--- config.mk ---
export PLATFORM = sky130hd
export DESIGN_NAME = rpi_ctrl
export DESIGN_NICKNAME = d
export VERILOG_FILES = /design/src/hdl/rpi_pkg.sv /design/src/hdl/rpi_ctrl.sv
export VERILOG_INCLUDE_DIRS = /design/src /design/src/hdl
export SDC_FILE = /design/constraint.sdc
export NUM_CORES = 1
export LEC_CHECK = 0
export ABC_AREA = 1
export BUFFER_PORTS_ARGS = -buffer_cell sky130_fd_sc_hd__buf_2
export CAP_MARGIN = 20
export CORE_AREA = 3 3 40 42
export CTS_BUF_LIST = sky130_fd_sc_hd__clkbuf_8
export DETAILED_ROUTE_END_ITERATION = 8
export DIE_AREA = 0 0 43 45
export GPL_TIMING_DRIVEN = 0
export SLEW_MARGIN = 20
export SYNTH_ARGS = -nofsm -noshare
export SYNTH_HDL_FRONTEND = slang
export SYNTH_SLANG_ARGS = --single-unit
--- constraint.sdc ---
create_clock -name clk -period 1 [get_ports clk]
set_input_delay 0.15 -clock clk [delete_from_list [all_inputs] [get_ports clk]]
set_output_delay 0.15 -clock clk [all_outputs]
set_load 0.01 [all_outputs]
--- src/hdl/rgba_palette_indexer_macros.svh ---
// Assertion helpers shared by the palette indexer modules.
// Each macro expects a clock named clk and a reset named rst in scope.
`ifndef RGBA_PALETTE_INDEXER_MACROS_SVH
`define RGBA_PALETTE_INDEXER_MACROS_SVH

// Property checked on every clock edge outside reset.
`define RPI_ASSERT(lbl, prop, msg) \
  lbl: assert property (@(posedge clk) disable iff (rst) prop) \
    else $error(msg);

// Condition that must never be seen outside reset.
`define RPI_NEVER(lbl, expr, msg) \
  lbl: assert property (@(posedge clk) disable iff (rst) !(expr)) \
    else $error(msg);

`endif

--- src/hdl/rpi_pkg.sv ---
`default_nettype none

package rpi_pkg;

  localparam int PAL_DEPTH_DEFAULT = 256;
  localparam int CHAN_W            = 8;
  localparam int ENTRY_CNT_W       = 9;
  localparam int COLOR_TYPE_W      = 3;

  localparam logic [CHAN_W-1:0] OPAQUE_ALPHA = 8'hFF;

  localparam logic [COLOR_TYPE_W-1:0] CT_GREY  = 3'd0;
  localparam logic [COLOR_TYPE_W-1:0] CT_RGB   = 3'd2;
  localparam logic [COLOR_TYPE_W-1:0] CT_RGBA  = 3'd6;
  localparam logic [COLOR_TYPE_W-1:0] CT_RESET = CT_RGBA;

  typedef enum logic [1:0] {
    OP_CLASSIFY = 2'd0,
    OP_READ     = 2'd1,
    OP_CLEAR    = 2'd2,
    OP_UNUSED   = 2'd3
  } op_t;

  typedef struct packed {
    logic [CHAN_W-1:0] red;
    logic [CHAN_W-1:0] green;
    logic [CHAN_W-1:0] blue;
    logic [CHAN_W-1:0] alpha;
  } rgba_t;

  typedef struct packed {
    op_t               opcode;
    logic [CHAN_W-1:0] chan0;
    logic [CHAN_W-1:0] chan1;
    logic [CHAN_W-1:0] chan2;
    logic [CHAN_W-1:0] chan3;
    logic [CHAN_W-1:0] entry_sel;
  } item_t;

  typedef struct packed {
    logic [CHAN_W-1:0]      pal_index;
    logic                   is_new;
    logic                   overflow;
    logic [ENTRY_CNT_W-1:0] entry_count;
    logic [CHAN_W-1:0]      out_red;
    logic [CHAN_W-1:0]      out_green;
    logic [CHAN_W-1:0]      out_blue;
    logic [CHAN_W-1:0]      out_alpha;
  } result_t;

  // Commands from the controller to the datapath.
  typedef struct packed {
    logic load;
    logic scan;
    logic finish;
  } ctrl_cmd_t;

  // Status from the datapath back to the controller.
  typedef struct packed {
    logic match;
    logic scan_end;
  } dp_status_t;

  // Expands the channel bytes of one pixel to RGBA by color type.
  function automatic rgba_t expand_pixel(input logic [COLOR_TYPE_W-1:0] ct,
                                         input logic [CHAN_W-1:0] c0,
                                         input logic [CHAN_W-1:0] c1,
                                         input logic [CHAN_W-1:0] c2,
                                         input logic [CHAN_W-1:0] c3);
    rgba_t px;
    unique case (ct)
      CT_GREY: px = '{red: c0, green: c0, blue: c0, alpha: OPAQUE_ALPHA};
      CT_RGB:  px = '{red: c0, green: c1, blue: c2, alpha: OPAQUE_ALPHA};
      CT_RGBA: px = '{red: c0, green: c1, blue: c2, alpha: c3};
      default: px = '{red: c0, green: c0, blue: c0, alpha: c1};
    endcase
    return px;
  endfunction

endpackage

`default_nettype wire

--- src/hdl/rpi_ctrl.sv ---
`default_nettype none
`include "rgba_palette_indexer_macros.svh"

module rpi_ctrl
  import rpi_pkg::*;
(
  input  wire        clk,
  input  wire        rst,
  input  wire        start,
  input  op_t        opcode,
  input  dp_status_t status,
  output ctrl_cmd_t  cmd,
  output logic       busy,
  output logic       done
);

  typedef enum logic [2:0] {
    S_IDLE   = 3'b001,
    S_SCAN   = 3'b010,
    S_FINISH = 3'b100
  } state_t;

  state_t state;
  state_t state_next;

  always_comb begin
    state_next = state;
    cmd        = '0;
    unique case (state)
      S_IDLE: begin
        if (start) begin
          cmd.load   = 1'b1;
          state_next = (opcode == OP_CLASSIFY) ? S_SCAN : S_FINISH;
        end
      end
      S_SCAN: begin
        cmd.scan = 1'b1;
        // A hit ends the search early; otherwise stop once every entry was compared.
        if (status.match || status.scan_end) begin
          state_next = S_FINISH;
        end
      end
      S_FINISH: begin
        cmd.finish = 1'b1;
        state_next = S_IDLE;
      end
      default: begin
        state_next = S_IDLE;
      end
    endcase
  end

  always_ff @(posedge clk) begin
    if (rst) begin
      state <= S_IDLE;
      done  <= 1'b0;
    end else begin
      state <= state_next;
      done  <= cmd.finish;
    end
  end

  assign busy = (state != S_IDLE);

  `RPI_ASSERT(a_done_in_idle, done |-> state == S_IDLE, "result strobe outside idle")
  `RPI_ASSERT(a_done_after_finish, done |-> $past(state == S_FINISH),
              "result strobe without a finish step")
  `RPI_ASSERT(a_load_only_idle, cmd.load |-> !busy, "item taken while busy")

endmodule

`default_nettype wire

==> results <==
- The run finished, with violations left.
- The final reports fail on negative setup slack.
- Data on the critical path arrives at its endpoint at 0.92 ns.
- The die is 45 µm tall.
- During placement, the flow inserted port buffers numbering 11.
- The hold violation count in the final report is 0.
- The via count of the first global-routing pass was 206.
- Of all nets on the critical path, the largest fanout is 3.
- The leakage power is 0.194 nW.
- The dominant combinational cell family by area after synthesis is simple AND/OR/NAND/NOR gates.
- The post-route netlist has a little over three fifths of its cells at a drive strength greater than 1.
- The portion of synthesized area spent on multiplexers is 0%.
- The number of max-slew violations in the final report was 0.
- Yosys attributes the largest share of cell area to sky130_fd_sc_hd__dfxtp_1 41%, sky130_fd_sc_hd__nor2_1 11%, sky130_fd_sc_hd__nand3_1 10%, sky130_fd_sc_hd__inv_1 7.6%, sky130_fd_sc_hd__nor2_2 6.3%.
- In this run switching power makes up 25.5% of total power.
- After Yosys synthesis, XOR and XNOR cells account for 0% of the synthesized area.
- For this run, the number of Yosys warnings is 0.
- The first-pass GRT wire length is 800 µm.
- Counting along the longest clock path gives a buffer depth of 2.
- The worst setup path is launched from a flop.
- The worst hold-check path type is in2reg.
- The maximum number of pins on one net before global-route repair is 6.
- After detailed routing, the average wire length per cell comes to about 8 µm.
- Cell internal power was estimated by the tool at 506 µW.
- A synthesized cell averages approximately 7 µm².
- The total number of clock tree sinks is 4.
- For this block, the routed nets add up to 503 µm of wire.
- The area of the mapped netlist is 198 µm².
- The area enclosed by the die boundary is 1940 µm².
- Compared with the post-synthesis result, the final layout area differs by 92.4%.
- Data on the critical path is required at its endpoint by 0.85 ns.
- The fraction of the mapped netlist area in compound gates is approximately 2.5%.
- The initial antenna violation count is 0.
- The number of failing setup endpoints in the final timing report is 4.
- After the first detailed-routing iteration, the DRC count stood at 1.
- The die outline width is 43 µm.
- The count of antenna diodes in the layout is 0.
- The post-synthesis cell type count is 12.
- The post-route DRC violation count is 0.
- The final clock period utilization by the worst path is 107%.
- The cell sitting at the root of the clock tree is a sky130_fd_sc_hd__clkbuf_8.
- The CTS buffer count is 3.
- The placed instances occupy a cell area of 272 µm².
- Max-cap violations in this run came to 0.
- Combinational logic is responsible for 21.6% of the overall power.
- The worst setup path is captured at a primary output.
- The clock network burns 48.2% of the power.
- The minimum setup slack in the final design is -0.0682 ns.
- The worst IR drop on VDD is 684 µV.
- Static timing analysis puts the maximum clock frequency at 0.936 GHz.
- By startpoint and endpoint, the worst setup path is classified as reg2out.
- Detailed placement ended at an HPWL of 399 µm.
- The number of instances in the synthesized netlist is 29.
- The total via count in the routed design is 238.
- Setup repair after global routing could not meet its margin everywhere.
- The number of storage elements in the synthesis netlist is 4.
- The placement row count is 13.
- Hold is met by 0.119 ns.
- The effective utilization at floorplan is between 10% and 20%.
- In this run the number of H-tree levels came out at 1.
- Once detail routing completed, the nets flagged for antenna violations numbered 0.
- Dividing total power by cell area gives a power density of 1780 nW/µm².
- The share of synthesized area in the top cell type comes to 40.5%.
- The first-pass detailed-route iteration total is 2.
- For the finished layout, the period the worst path requires is between 1 and 1.5 ns.
- At the later pin of the worst-skew pair, clock insertion delay measures roughly 0.21 ns.
- The measured slew at the worst slew-check pin is 0.220 ns.
- TritonCTS built the clock tree.
- The post-layout instance area is ~380 µm².
- The worst pin sits at a relative slew slack of 85.2%.
- The aggregate global routing overflow is 0.
- The area share of and/or/nand/nor cells after synthesis is 45.6%.
- Sequential elements use between 40 and 50% of the synthesized area.
- The net count after synthesis is 36.
- The congestion estimate from routability-driven global placement came to roughly 0.67.
- Between clock sinks in the finished design, the worst skew comes to ~0.0014 ns.
- Dividing the detail-routed via count by the number of cells gives 3.90.
- The top-level port count is 12.
- The final-stage net count is 55.
- Summed over all nets, the switching power comes to 173 µW.
- The cell accounting for the most synthesized area is sky130_fd_sc_hd__dfxtp_1.
- Across every metal layer, demand over resource in global routing totals 6.08%.
- The post-synthesis adder-cell area fraction is 0%.
- Per report_power, the sequential group accounts for a little under a third of the total.
- The clock-pin slew on the worst setup and hold paths is 0.03 ns.
- The area of the core region is ~1300 µm².
## area by class of cell
cell class	instances	area [µm²]
Sequential cell	4	91.3
Fill cell	151	905
Timing Repair Buffer	14	83.8
Inverter	6	27.5
Tap cell	15	18.8
Clock buffer	3	41.3
Multi-Input combinational cell	19	118
## timing repair
item	4_1_cts	5_1_grt
buffers inserted	1	2
hold buffers	0	0
pin swaps	2	1
setup endpoints to repair	4	4
gates resized for setup	10	5
cloned	0	0
## synthesized netlist by cell type
master                    instances
sky130_fd_sc_hd__nor2_1           6
sky130_fd_sc_hd__dfxtp_1          4
sky130_fd_sc_hd__inv_1            4
sky130_fd_sc_hd__nand3_1          4
sky130_fd_sc_hd__inv_2            2
sky130_fd_sc_hd__nand2_1          2
sky130_fd_sc_hd__nor2_2           2
sky130_fd_sc_hd__a21oi_1          1
sky130_fd_sc_hd__nand3_2          1
sky130_fd_sc_hd__nand4_1          1
sky130_fd_sc_hd__nor3_1           1
sky130_fd_sc_hd__nor4_1           1
## power by group through the flow
| stage | clock network [mW] | logic (mW) | registers, mW |
|---|---|---|---|
| after floorplan | 0 | 0.0732 | 0.190 |
| after CTS | 0.342 | 0.145 | 0.204 |
| after detailed placement | 0 | 0.116 | 0.192 |
| final | 0.328 | 0.147 | 0.205 |
| after global placement | 0 | 0.114 | 0.192 |
| after global routing | 0.357 | 0.162 | 0.210 |
## metal layers
| metal | vias to the layer above | GRT usage [%] | share of wire, % |
|---|---|---|---|
| li1 | 127 | - | - |
| met3 | 0 | 4.78 | 9.9 |
| met4 | 0 | 3.61 | 0 |
| met5 | - | 0 | 0 |
| met1 | 101 | 6.51 | 42 |
| met2 | 10 | 8.38 | 48 |
## state kept, by name, summed over array words and instances, names as in the netlist
register  count
done          1
state         3
## final timing paths
| check | from | cells past startpoint | end | slack (ns) |
|---|---|---|---|---|
| max | state[2] | 4 | cmd[2] | -0.07 |
| min | rst | 2 | state[1] | 0.12 |
| max reg2reg | state[2] | 6 | state[2] | 0.09 |
| min reg2reg | state[1] | 1 | done | 0.48 |
## placed cells by master, fill, tap and decap left out, drive strengths merged
cell / n
nor3: 1
nor4: 1
nand3: 5
nor2: 8
inv: 6
nand4: 1
dfxtp: 4
buf: 14
nand2: 2
clkbuf: 3
a21oi: 1
## stage by stage
stage                     total power, mW  util, %  TNS [ns]  instances  setup WS (ns)
after floorplan                     0.263        -         0         29          0.144
after global placement              0.306     21.1         0         55          0.109
after detailed placement            0.308     21.1         0         55          0.102
after CTS                           0.691     27.0    -0.238         59        -0.0795
after global routing                0.729     29.6    -0.325         61         -0.109
final                               0.679     29.6    -0.144         61        -0.0682
## critical path, cell delays in order, from the launching register on
cell                      delay [ns]
sky130_fd_sc_hd__dfxtp_4        0.35
sky130_fd_sc_hd__inv_4          0.07
sky130_fd_sc_hd__nand3_4        0.07
sky130_fd_sc_hd__nor2_1         0.08
sky130_fd_sc_hd__buf_2          0.13
## cell families (layout without fill, tap and decap cells)
| family | count (synthesis) | in the layout |
|---|---|---|
| buffers and inverters | 6 | 23 |
| AO/OA/AOI/OAI | 1 | 1 |
| flip-flops | 4 | 4 |
| AND/OR/NAND/NOR | 18 | 18 |
(Power assumes the default switching activity.)
